File: src/rtl/sdmc_pkg.sv
// Shared types, constants and magic word tables for the SLIP deframer.
package sdmc_pkg;

  localparam int unsigned LenW = 12;
  localparam int unsigned QDepth = 4;
  localparam int unsigned QPtrW = $clog2(QDepth);

  localparam logic [7:0] FrameEnd = 8'hC0;
  localparam logic [7:0] FrameEsc = 8'hDB;
  localparam logic [7:0] FrameEscEnd = 8'hDC;
  localparam logic [7:0] FrameEscEsc = 8'hDD;

  localparam logic [LenW-1:0] MaxLenReset = 12'd1564;
  localparam logic [LenW-1:0] ModemWordLen = 12'd10;
  localparam logic [LenW-1:0] SlipWordLen = 12'd9;

  typedef enum logic {
    KIND_DATA   = 1'b0,
    KIND_REPORT = 1'b1
  } kind_e;

  typedef enum logic [1:0] {
    STATUS_PACKET  = 2'd0,
    STATUS_MODEM   = 2'd1,
    STATUS_SLIP    = 2'd2,
    STATUS_OVERRUN = 2'd3
  } status_e;

  typedef struct packed {
    kind_e           kind;
    logic [7:0]      data;
    status_e         status;
    logic [LenW-1:0] len;
  } result_t;

  // "MODE=MODEM"
  function automatic logic [7:0] modem_char(logic [3:0] idx);
    logic [7:0] ch;
    unique case (idx)
      4'd0, 4'd5: ch = 8'h4D;
      4'd1, 4'd6: ch = 8'h4F;
      4'd2, 4'd7: ch = 8'h44;
      4'd3, 4'd8: ch = 8'h45;
      4'd4:       ch = 8'h3D;
      4'd9:       ch = 8'h4D;
      default:    ch = 8'h00;
    endcase
    return ch;
  endfunction

  // "MODE=SLIP"
  function automatic logic [7:0] slip_char(logic [3:0] idx);
    logic [7:0] ch;
    unique case (idx)
      4'd0:    ch = 8'h4D;
      4'd1:    ch = 8'h4F;
      4'd2:    ch = 8'h44;
      4'd3:    ch = 8'h45;
      4'd4:    ch = 8'h3D;
      4'd5:    ch = 8'h53;
      4'd6:    ch = 8'h4C;
      4'd7:    ch = 8'h49;
      4'd8:    ch = 8'h50;
      default: ch = 8'h00;
    endcase
    return ch;
  endfunction

endpackage

File: src/rtl/sdmc_front.sv
// Front end: SLIP unescaping, frame length tracking and magic word classification.
module sdmc_front (
  input  logic                      clk_i,
  input  logic                      rst_ni,
  input  logic                      beat_i,
  input  logic [7:0]                rx_byte_i,
  input  logic                      cfg_we_i,
  input  logic [sdmc_pkg::LenW-1:0] cfg_data_i,
  output logic                      res_valid_o,
  output sdmc_pkg::result_t         res_o
);
  import sdmc_pkg::*;

  logic            esc_q, esc_d;
  logic [LenW-1:0] len_q, len_d;
  logic            modem_q, modem_d;
  logic            slip_q, slip_d;
  logic [LenW-1:0] max_q;

  logic [7:0] dec_byte;
  logic       do_keep;
  logic       do_close;

  always_comb begin
    dec_byte = rx_byte_i;
    if (esc_q) begin
      if (rx_byte_i == FrameEscEnd) dec_byte = FrameEnd;
      else if (rx_byte_i == FrameEscEsc) dec_byte = FrameEsc;
    end
  end

  assign do_keep  = esc_q || (rx_byte_i != FrameEsc && rx_byte_i != FrameEnd);
  assign do_close = !esc_q && rx_byte_i == FrameEnd;

  always_comb begin
    esc_d       = esc_q;
    len_d       = len_q;
    modem_d     = modem_q;
    slip_d      = slip_q;
    res_valid_o = 1'b0;
    res_o       = '{kind: KIND_DATA, data: 8'h00, status: STATUS_PACKET, len: '0};
    if (beat_i) begin
      if (do_keep) begin
        esc_d = 1'b0;
        if (len_q < max_q) begin
          modem_d = modem_q && len_q < ModemWordLen && modem_char(len_q[3:0]) == dec_byte;
          slip_d  = slip_q && len_q < SlipWordLen && slip_char(len_q[3:0]) == dec_byte;
          len_d   = len_q + 1'b1;
          res_valid_o = 1'b1;
          res_o.data  = dec_byte;
        end
      end else if (do_close) begin
        esc_d   = 1'b0;
        len_d   = '0;
        modem_d = 1'b1;
        slip_d  = 1'b1;
        if (len_q != '0) begin
          res_valid_o = 1'b1;
          res_o.kind  = KIND_REPORT;
          res_o.len   = len_q;
          if (len_q >= max_q) res_o.status = STATUS_OVERRUN;
          else if (modem_q && len_q == ModemWordLen) res_o.status = STATUS_MODEM;
          else if (slip_q && len_q == SlipWordLen) res_o.status = STATUS_SLIP;
        end
      end else begin
        esc_d = 1'b1;
      end
    end
  end

  always_ff @(posedge clk_i or negedge rst_ni) begin
    if (!rst_ni) begin
      esc_q   <= 1'b0;
      len_q   <= '0;
      modem_q <= 1'b1;
      slip_q  <= 1'b1;
      max_q   <= MaxLenReset;
    end else begin
      esc_q   <= esc_d;
      len_q   <= len_d;
      modem_q <= modem_d;
      slip_q  <= slip_d;
      if (cfg_we_i) max_q <= cfg_data_i;
    end
  end

endmodule

File: src/rtl/sdmc_queue.sv
// Result queue between the front end and the result port.
module sdmc_queue (
  input  logic              clk_i,
  input  logic              rst_ni,
  input  logic              wr_i,
  input  sdmc_pkg::result_t wr_data_i,
  output logic              full_o,
  input  logic              rd_i,
  output logic              empty_o,
  output sdmc_pkg::result_t rd_data_o
);
  import sdmc_pkg::*;

  result_t           mem_q [QDepth];
  logic [QPtrW-1:0]  wr_ptr_q, rd_ptr_q;
  logic [QPtrW:0]    cnt_q;
  logic              do_wr, do_rd;

  assign full_o    = cnt_q == (QPtrW+1)'(QDepth);
  assign empty_o   = cnt_q == '0;
  assign do_wr     = wr_i && !full_o;
  assign do_rd     = rd_i && !empty_o;
  assign rd_data_o = mem_q[rd_ptr_q];

  always_ff @(posedge clk_i) begin
    if (do_wr) mem_q[wr_ptr_q] <= wr_data_i;
  end

  always_ff @(posedge clk_i or negedge rst_ni) begin
    if (!rst_ni) begin
      wr_ptr_q <= '0;
      rd_ptr_q <= '0;
      cnt_q    <= '0;
    end else begin
      if (do_wr) wr_ptr_q <= wr_ptr_q + 1'b1;
      if (do_rd) rd_ptr_q <= rd_ptr_q + 1'b1;
      if (do_wr && !do_rd) cnt_q <= cnt_q + 1'b1;
      else if (do_rd && !do_wr) cnt_q <= cnt_q - 1'b1;
    end
  end

endmodule

File: src/rtl/slip_deframer_magic_classifier.sv
// Top level of the SLIP receive deframer with magic frame classification.
//
// Input side is a queue write port: rx_byte_i is taken on a clock edge with
// push high and full low. Each raw byte yields at most one result: a decoded
// data byte, or at a closing 0xC0 an end of frame report with length and
// status (packet, MODE=MODEM, MODE=SLIP, overrun). Escape bytes, bytes past
// capacity and empty frames give nothing.
// Result side is a queue read port: the oldest result sits on the result
// ports while empty is low and leaves on an edge with pop high.
// A result is queued on the edge that takes its input beat. Throughput is one
// byte per cycle while full is low, set by the front end, which updates its
// state on each accepted byte; a four entry result queue decouples the two
// sides, and full rises only when it holds four results not yet popped.
// The capacity register is written through cfg_valid_i/cfg_data_i, always
// ready, and should only be changed while the block is idle.
// Reset (rst_ni low, asynchronous) empties the queue, closes any open frame
// and loads the capacity of 1564.
module slip_deframer_magic_classifier (
  input  logic                      clk_i,
  input  logic                      rst_ni,
  input  logic                      push,
  output logic                      full,
  input  logic [7:0]                rx_byte_i,
  output logic                      empty,
  input  logic                      pop,
  output logic                      result_kind_o,
  output logic [7:0]                data_byte_o,
  output logic [1:0]                frame_status_o,
  output logic [sdmc_pkg::LenW-1:0] frame_len_o,
  input  logic                      cfg_valid_i,
  output logic                      cfg_ready_o,
  input  logic [sdmc_pkg::LenW-1:0] cfg_data_i
);
  import sdmc_pkg::*;

  logic    in_beat;
  logic    res_valid;
  result_t res;
  result_t head;

  assign in_beat     = push && !full;
  assign cfg_ready_o = 1'b1;

  sdmc_front u_front (
    .clk_i       (clk_i),
    .rst_ni      (rst_ni),
    .beat_i      (in_beat),
    .rx_byte_i   (rx_byte_i),
    .cfg_we_i    (cfg_valid_i),
    .cfg_data_i  (cfg_data_i),
    .res_valid_o (res_valid),
    .res_o       (res)
  );

  sdmc_queue u_queue (
    .clk_i     (clk_i),
    .rst_ni    (rst_ni),
    .wr_i      (res_valid),
    .wr_data_i (res),
    .full_o    (full),
    .rd_i      (pop),
    .empty_o   (empty),
    .rd_data_o (head)
  );

  assign result_kind_o  = head.kind;
  assign data_byte_o    = head.data;
  assign frame_status_o = head.status;
  assign frame_len_o    = head.len;

endmodule
File: config.mk
export PLATFORM = sky130hd
export DESIGN_NAME = slip_deframer_magic_classifier
export DESIGN_NICKNAME = d
export VERILOG_FILES = /design/src/rtl/sdmc_pkg.sv /design/src/rtl/sdmc_front.sv /design/src/rtl/sdmc_queue.sv /design/src/rtl/slip_deframer_magic_classifier.sv
export SDC_FILE = /design/constraint.sdc
export NUM_CORES = 1
export LEC_CHECK = 0
export BUFFER_PORTS_ARGS = -buffer_cell sky130_fd_sc_hd__buf_2
export CAP_MARGIN = 10
export CELL_PAD_IN_SITES_DETAIL_PLACEMENT = 1
export CELL_PAD_IN_SITES_GLOBAL_PLACEMENT = 1
export CORE_MARGIN = 1
export CORE_UTILIZATION = 53
export CTS_BUF_LIST = sky130_fd_sc_hd__clkbuf_8 sky130_fd_sc_hd__clkbuf_16
export DETAILED_ROUTE_END_ITERATION = 6
export PLACE_DENSITY = 0.94
export SKIP_CTS_REPAIR_TIMING = 1
export SLEW_MARGIN = 30
export SYNTH_ARGS = -nofsm -noshare
export SYNTH_HDL_FRONTEND = slang
export SYNTH_SLANG_ARGS = --single-unit
File: constraint.sdc
create_clock -name clk_i -period 4.8 [get_ports clk_i]
set_input_delay 0.24 -clock clk_i [delete_from_list [all_inputs] [get_ports clk_i]]
set_output_delay 0.24 -clock clk_i [all_outputs]
set_load 0.01 [all_outputs]
* Word level (Yosys, flattened, before mapping)
Memory sizes are Yosys's and may differ from the RTL's.
Cells that the tools add are included.
** Cells by class
- $add $sub $neg :: 5
- $lt $le $gt $ge :: 4
- Equal/unequal tests :: 11
- Muxes and demuxes :: 38
- Reductions and logical operators :: 24
** Operator list (count)
- $mux 8 :: 11
- $mux 14 :: 3
- $mux 12 :: 3
- $eq 12x4->1 const B :: 2
- $eq 8x8->1 const B :: 3
- $lt 12x4->1 const B :: 2
- $mux 23 :: 1
- $eq 8x8->1 :: 2
- $ne 8x8->1 const B :: 2
- $mux 1 :: 15
- $logic_and 1x1->1 :: 13
- $add 12x1->12 const B :: 1
- $ge 12x12->1 :: 1
- $lt 12x12->1 :: 1
- $reduce_bool 12->1 :: 1
- $mux 2 :: 3
- $mux 3 :: 2
- $logic_not 1->1 :: 5
- $add 2x1->2 const B :: 2
- $reduce_bool 2->1 :: 2
- $add 3x1->3 const B :: 1
- $eq 3x3->1 const B :: 1
- $logic_not 3->1 :: 1
- $reduce_and 3->1 :: 1
- other kinds (3) :: 3
** Storage, ports and cells
- Bits of input ports :: 25
- RAM bits :: 92
- Bits in read-only memories :: 224
- Memories kept :: 3
- Register bits :: 34
- Word-level logic and storage cells :: 93
- Output and inout port bits :: 26
** Memories
- (name not given) :: depth 16, bits a word 7, read ports 1, clocked after memory_dff 0, wr ports 0, RTL line sdmc_pkg.sv:39 : unique case (idx)
- (name not given) :: depth 16, bits a word 7, read ports 1, clocked after memory_dff 0, wr ports 0, RTL line sdmc_pkg.sv:54 : unique case (idx)
- u_queue.mem_q :: depth 4, bits a word 23, read ports 1, clocked after memory_dff 0, wr ports 1, RTL line sdmc_queue.sv:14 : result_t mem_q [QDepth];

* Longest topological paths before layout
- Depth in word-level cells :: 10
- Gate-level depth with buffers :: 13
- Mapped depth without buffers :: 13

* Cells and area by module
A second synthesis with hierarchy kept.
** Unflattened totals
- Cell total of the unflattened synthesis :: 464
- Area, all modules :: 6326.1 µm²
** By module, submodules not included
- sdmc_queue :: times used 1, sequential area each 2937.8 µm², cells each 157, area an instance 3773.6 µm²
- sdmc_front :: times used 1, sequential area each 684.4 µm², cells each 304, area an instance 2527.4 µm²
- slip_deframer_magic_classifier :: times used 1, sequential area each 0.0 µm², cells each 3, area an instance 25.0 µm²

* Worst setup path after synthesis
OpenSTA, ideal clock, no wires.
- Kind :: input to register
- Start point :: input rx_byte_i[3]
- End point :: register u_queue.cnt_q[2]
- Arrival time :: 2.661 ns
- Slack :: 2.060 ns
- Required time :: 4.721 ns
- Cell stages on the path :: 12
- Setup time :: 0.079 ns
- Path buffers :: 1
- Cell sequence :: buf_2 > or4_4 > nor4_4 > nand2_4 > nor2_4 > a2bb2oi_4 > ha_1 > inv_1 > fa_1 > xor2_1 > nor2_1 > xor2_1
** Between the ends
- Word-level cells in the longest chain between the ends :: 9
- Elaborated cells between the ends (all ways) :: 15
- Those cells by class :: 3 x eq/ne; 4 x mux; 8 x reduce/logical
** RTL lines
- start: declaration :: RTL line slip_deframer_magic_classifier.sv:23 : input logic [7:0] rx_byte_i,
- $eq 8x8->1 / $ne 8x8->1 (equally long branches) :: RTL line sdmc_front.sv:33, sdmc_front.sv:32
- $logic_and 1x1->1, on equally long branches :: RTL line sdmc_front.sv:33, sdmc_front.sv:32
- $mux 1 / $logic_or 1x1->1 (equally long branches) :: RTL line sdmc_front.sv:52, sdmc_front.sv:32
- $mux 1 (*) :: RTL line sdmc_front.sv:43 : if (do_keep) begin
- $mux 1 (*) :: RTL line sdmc_front.sv:42 : if (beat_i) begin
- $logic_and 1x1->1 (*) :: RTL line sdmc_queue.sv:21 : assign do_wr = wr_i && !full_o;
- named net u_queue.do_wr :: RTL line sdmc_queue.sv:17 : logic do_wr, do_rd;
- $logic_not 1->1 :: RTL line sdmc_queue.sv:38 : else if (do_rd && !do_wr) cnt_q <= cnt_q - 1'b1;
- $logic_and 1x1->1 :: RTL line sdmc_queue.sv:38
- $reduce_bool 2->1 (no source line)
- end signal: assignment :: RTL line sdmc_queue.sv:37 : if (do_wr && !do_rd) cnt_q <= cnt_q + 1'b1;
- end signal: assignment :: RTL line sdmc_queue.sv:38
- end: declaration :: RTL line sdmc_queue.sv:16 : logic [QPtrW:0] cnt_q;
Mark *: on every way through the listed nets, which the timed path passes. The rest lies on a longest branch.
A chain may end at the register's enable or synchronous reset.

* Worst setup path in the final report
- Start point :: register u_front.esc_q
- End point :: register u_queue.cnt_q[2]
** Between the ends
- Word-level cells in the longest chain between the ends :: 9
- Elaborated cells between the ends (all ways) :: 12
- Those cells by class :: 4 x mux; 8 x reduce/logical
** RTL lines
- start: declaration :: RTL line sdmc_front.sv:14 : logic esc_q, esc_d;
- start signal: assignment :: RTL line sdmc_front.sv:79 : esc_q <= esc_d;
- $logic_not 1->1 :: RTL line sdmc_front.sv:33 : assign do_close = !esc_q && rx_byte_i == FrameEnd;
- $logic_and 1x1->1 :: RTL line sdmc_front.sv:33
- $mux 1 :: RTL line sdmc_front.sv:52 : end else if (do_close) begin
- $mux 1 (*) :: RTL line sdmc_front.sv:43
- $mux 1 (*) :: RTL line sdmc_front.sv:42
- $logic_and 1x1->1 (*) :: RTL line sdmc_queue.sv:21
- named net u_queue.do_wr :: RTL line sdmc_queue.sv:17
- $logic_not 1->1 :: RTL line sdmc_queue.sv:38
- $logic_and 1x1->1 :: RTL line sdmc_queue.sv:38
- $reduce_bool 2->1 (no source line)
Marked as above.

==> metrics.log <==
[metrics] maximum achievable frequency: 0.2800 GHz
[metrics] clock tree from TritonCTS: built
[metrics] vias post-DR: 3,971
[metrics] clock transition at the register clock pins on the worst setup and hold paths after CTS: 0.06 ns
[metrics] met2 capacity usage during global routing: 0.4946
[metrics] global-route track usage on met1: 0.3518
[metrics] critical path type: reg -> reg
[metrics] residual antenna-violating net count after detailed routing: 0
[metrics] number of failing hold endpoints at the final stage: 0
[metrics] starting utilization of the core area: 0.5494
[metrics] global-route track usage on met3: 0.06695
[metrics] Ys Warns: 0
[metrics] number of input and output port buffers inserted: 49
[metrics] Synth area leaders: sky130_fd_sc_hd__edfxtp_1, sky130_fd_sc_hd__dfrtp_1, sky130_fd_sc_hd__mux4_2
[metrics] WL final: ~15,000 µm
[metrics] number of stages on the worst hold path: 3
[metrics] max-capacitance violation count: 0
[metrics] largest fanout on the critical path: 35
[metrics] Clock power frac: 0.303
[metrics] average footprint of a synthesized cell: 13.78 µm²
[metrics] net switching power of the design: 1.386 mW
[metrics] Clock Root Buffer: sky130_fd_sc_hd__clkbuf_16
[metrics] Place WS: 1.260 ns
[metrics] number of storage elements in the synthesis netlist: 126
[metrics] required time worst endpoint: 5.14 ns
[metrics] worst reg2reg path depth: 11
[metrics] endpoint class of the critical path: flip-flop
[metrics] total of endpoints with negative setup slack in the final report: 0
[metrics] number of buffers created by CTS: 17
[metrics] total number of H-tree levels: 4
[metrics] Vias per Instance: 6.166
[metrics] Floorplan Core Area: between 0.01 and 0.015 mm²
[metrics] post-synthesis cell area: roughly 0.006 mm²
[metrics] global-route usage over all layers: 0.2894
[metrics] layer carrying the most global-route usage: met2
[metrics] Synth cell types: 59
[metrics] chip height: 108.7 µm
[metrics] max_slew headroom: 0.4509
[metrics] Final Max Tran Viols: 0
[metrics] number of flops mapped to enable cells by yosys: just over 90
[metrics] area growth from synthesis to layout: 15.86%
[metrics] sink count of the clock tree: 126
[metrics] cell with the most instances after synthesis: sky130_fd_sc_hd__edfxtp_1
[metrics] Gate power share: 0.293
[metrics] first-pass GRT wire length: 24,230 µm
[metrics] number of nets in the final layout: 540
[metrics] maximum vdd ir drop: 0.4531 mV
[metrics] weighted congestion at the end of routability-driven global placement: a little under 0.8
[metrics] die extent in x: between 100 and 150 µm
[metrics] Clk Latency, worst-skew pair: ~0.42 ns
[metrics] share of post-route cells with drive strength above 1: 0.2500
[metrics] result of the run: complete, no violations
[metrics] total non-filler cell area in the finished layout: about 0.007 mm²
[metrics] Max Root-Sink Buffers: 2
[metrics] Startpoint Class: flip-flop
[metrics] DRC violation count after routing: 0
[metrics] Worst Max-Slew Pin Slew: 0.8161 ns
[metrics] cell-internal power: 2.726 mW
[metrics] portion of synthesized cell area occupied by the leading cell type: 0.4578
[metrics] Post-synth ARST share: 0.2698
[metrics] data arrival time of the critical path: 3.91 ns
[metrics] most used flip-flop cell after synthesis: sky130_fd_sc_hd__edfxtp_1
[metrics] switching part of the total: 0.3370
[metrics] RSZ-0062 raised after global routing: no
[metrics] list of most frequent post-synthesis cells: sky130_fd_sc_hd__edfxtp_1, sky130_fd_sc_hd__nand2_1, sky130_fd_sc_hd__dfrtp_1, sky130_fd_sc_hd__ha_1, sky130_fd_sc_hd__mux4_2
[metrics] setup tns final: 0 ns
[metrics] post-route worst setup slack: ~1.2 ns
[metrics] WL/cell: approximately 24 µm
[metrics] die area: 0.01182 mm²
[metrics] leakage power total: 2.791 nW
[metrics] path type of the worst min-delay path: in -> reg
[metrics] pin count of the biggest net entering global routing: 36
[metrics] residual overflow from global routing: 0
[metrics] antenna violations before repair: 0
[metrics] Starting DRT DRC Count: 381
[metrics] HPWL reported at the end of detailed placement: 9826 µm
[metrics] number of standard-cell rows in the floorplan: 38
[metrics] via count of the first global-routing pass: 4,309
[metrics] post-synth net total: 487
[metrics] DR pass1 iterations: 5
[metrics] placed inst area: 0.006404 mm²
[metrics] total I/O pin count: 51
[metrics] sequential-to-total area share from yosys stat: 0.6002
[metrics] pwr dens: 588.1 mW/mm²
[metrics] Period Utilization, post-route: 0.7440
[metrics] part of the total power dissipated in sequential elements: 0.403
[metrics] time the worst path needs with I/O delays and setup: about 3.6 ns
[metrics] dominant cell type by area after synthesis: sky130_fd_sc_hd__edfxtp_1
[metrics] Final Skew: 0.01379 ns
[metrics] synthesized instance count: 438
[metrics] # diodes: 0
[logic make-up (layout without fill, tap and decap cells)]
kind of cell | count (synthesis) | after routing | synth area share
AO/OA/AOI/OAI | 60 | 60 | 0.06656
XOR/XNOR | 11 | 11 | 0.01596
adder cells (fa/ha/maj) | 24 | 24 | 0.05101
buffers and inverters | 42 | 108 | 0.02799
flip-flops | 126 | 126 | 0.6002
multiplexers | 37 | 37 | 0.1097
other | 1 | 1 | 0.0006214
AND/OR/NAND/NOR | 137 | 137 | 0.1279
[metrics by stage]
| stage | power (mW) | std cells | util | hold WS (ns) |
|---|---|---|---|---|
| 2_1_floorplan | 2.427 | 438 | - | -0.05559 |
| 3_3_place_gp | 2.763 | 611 | 0.5829 | 0.3628 |
| 3_5_place_dp | 2.859 | 611 | 0.5830 | 0.3791 |
| 4_1_cts | 4.136 | 643 | 0.6352 | -0.06385 |
| 5_1_grt | 4.324 | 644 | 0.6366 | 0.03448 |
| 6_report | 4.112 | 644 | 0.6366 | 0.03595 |
[per-layer routing]
| layer | up-vias | wire length [µm] |
|---|---|---|
| met5 | - | 0 |
| met4 | 0 | 372 |
| met3 | 27 | 786 |
| met2 | 150 | 8146 |
| met1 | 2041 | 6028 |
| li1 | 1753 | - |
[cell type report]
type | count | area (µm²)
Fill cell | 1064 | 3991
Sequential cell | 126 | 3623
Multi-Input combinational cell | 270 | 2248
Clock buffer | 17 | 425.4
Timing Repair Buffer | 55 | 292.8
Tap cell | 140 | 175.2
Clock inverter | 15 | 147.6
Inverter | 21 | 78.83
[registers in the layout, indices dropped and copies added (netlist names)]
| register | count |
|---|---|
| u_front.modem_q | 1 |
| u_queue.cnt_q | 3 |
| u_queue.rd_ptr_q | 2 |
| u_queue.wr_ptr_q | 2 |
| u_front.len_q | 12 |
| u_front.slip_q | 1 |
| u_front.max_q | 12 |
| u_queue.mem_q | 92 |
| u_front.esc_q | 1 |
[layout by cell type (no fill, tap or decap), types with 3 or more instances in the layout]
cell type,n
sky130_fd_sc_hd__nand3_1,10
sky130_fd_sc_hd__and3_1,5
sky130_fd_sc_hd__nor2b_1,3
sky130_fd_sc_hd__ha_1,23
sky130_fd_sc_hd__nand2_1,35
sky130_fd_sc_hd__nand4_1,7
sky130_fd_sc_hd__a21oi_1,19
sky130_fd_sc_hd__nor4_1,4
sky130_fd_sc_hd__edfxtp_1,92
sky130_fd_sc_hd__nand3b_1,3
sky130_fd_sc_hd__o21ai_0,18
sky130_fd_sc_hd__nor3_1,6
sky130_fd_sc_hd__xnor2_1,7
sky130_fd_sc_hd__nor3b_1,3
sky130_fd_sc_hd__buf_2,49
sky130_fd_sc_hd__xor2_1,4
sky130_fd_sc_hd__clkinv_2,4
sky130_fd_sc_hd__buf_4,5
sky130_fd_sc_hd__clkinv_4,4
sky130_fd_sc_hd__inv_1,23
sky130_fd_sc_hd__dfrtp_1,26
sky130_fd_sc_hd__nand2b_1,14
sky130_fd_sc_hd__nor2_1,15
sky130_fd_sc_hd__a21boi_0,3
sky130_fd_sc_hd__mux4_2,23
sky130_fd_sc_hd__dfstp_2,7
sky130_fd_sc_hd__mux2i_1,11
sky130_fd_sc_hd__and2_1,16
sky130_fd_sc_hd__clkbuf_16,17
[critical path, stage by stage, from the launching register on]
cell and delay (ns):
sky130_fd_sc_hd__dfrtp_1 0.43, sky130_fd_sc_hd__or4_4 0.46, sky130_fd_sc_hd__nor4_4 0.38, sky130_fd_sc_hd__nand2_4 0.34, sky130_fd_sc_hd__nor2_4 0.38, sky130_fd_sc_hd__a2bb2oi_4 0.30, sky130_fd_sc_hd__ha_1 0.25, sky130_fd_sc_hd__inv_1 0.09
sky130_fd_sc_hd__fa_1 0.39, sky130_fd_sc_hd__xor2_1 0.17, sky130_fd_sc_hd__nor2_1 0.13, sky130_fd_sc_hd__xor2_1 0.16
[power by group through the flow]
stage | Combinational, mW | Sequential [mW] | Clock [mW]
6_report | 1.21 | 1.66 | 1.25
5_1_grt | 1.32 | 1.69 | 1.31
4_1_cts | 1.22 | 1.66 | 1.26
3_5_place_dp | 1.19 | 1.67 | 0
3_3_place_gp | 1.12 | 1.64 | 0
2_1_floorplan | 0.915 | 1.51 | 0
[path summary, 6_finish.rpt]
kind                                       start                   to  slack, ns
worst max-delay path               u_front.esc_q     u_queue.cnt_q[2]       1.23
worst min-delay path              cfg_data_i[11]    u_front.max_q[11]       0.04
worst max register to register     u_front.esc_q     u_queue.cnt_q[2]       1.23
worst min register to register  u_queue.cnt_q[2]     u_queue.cnt_q[2]       0.51
max in group asynchronous                 rst_ni  u_queue.rd_ptr_q[1]       3.80
min in group asynchronous                 rst_ni        u_front.esc_q       0.44
No activity file was read; power rests on OpenSTA's default activity.
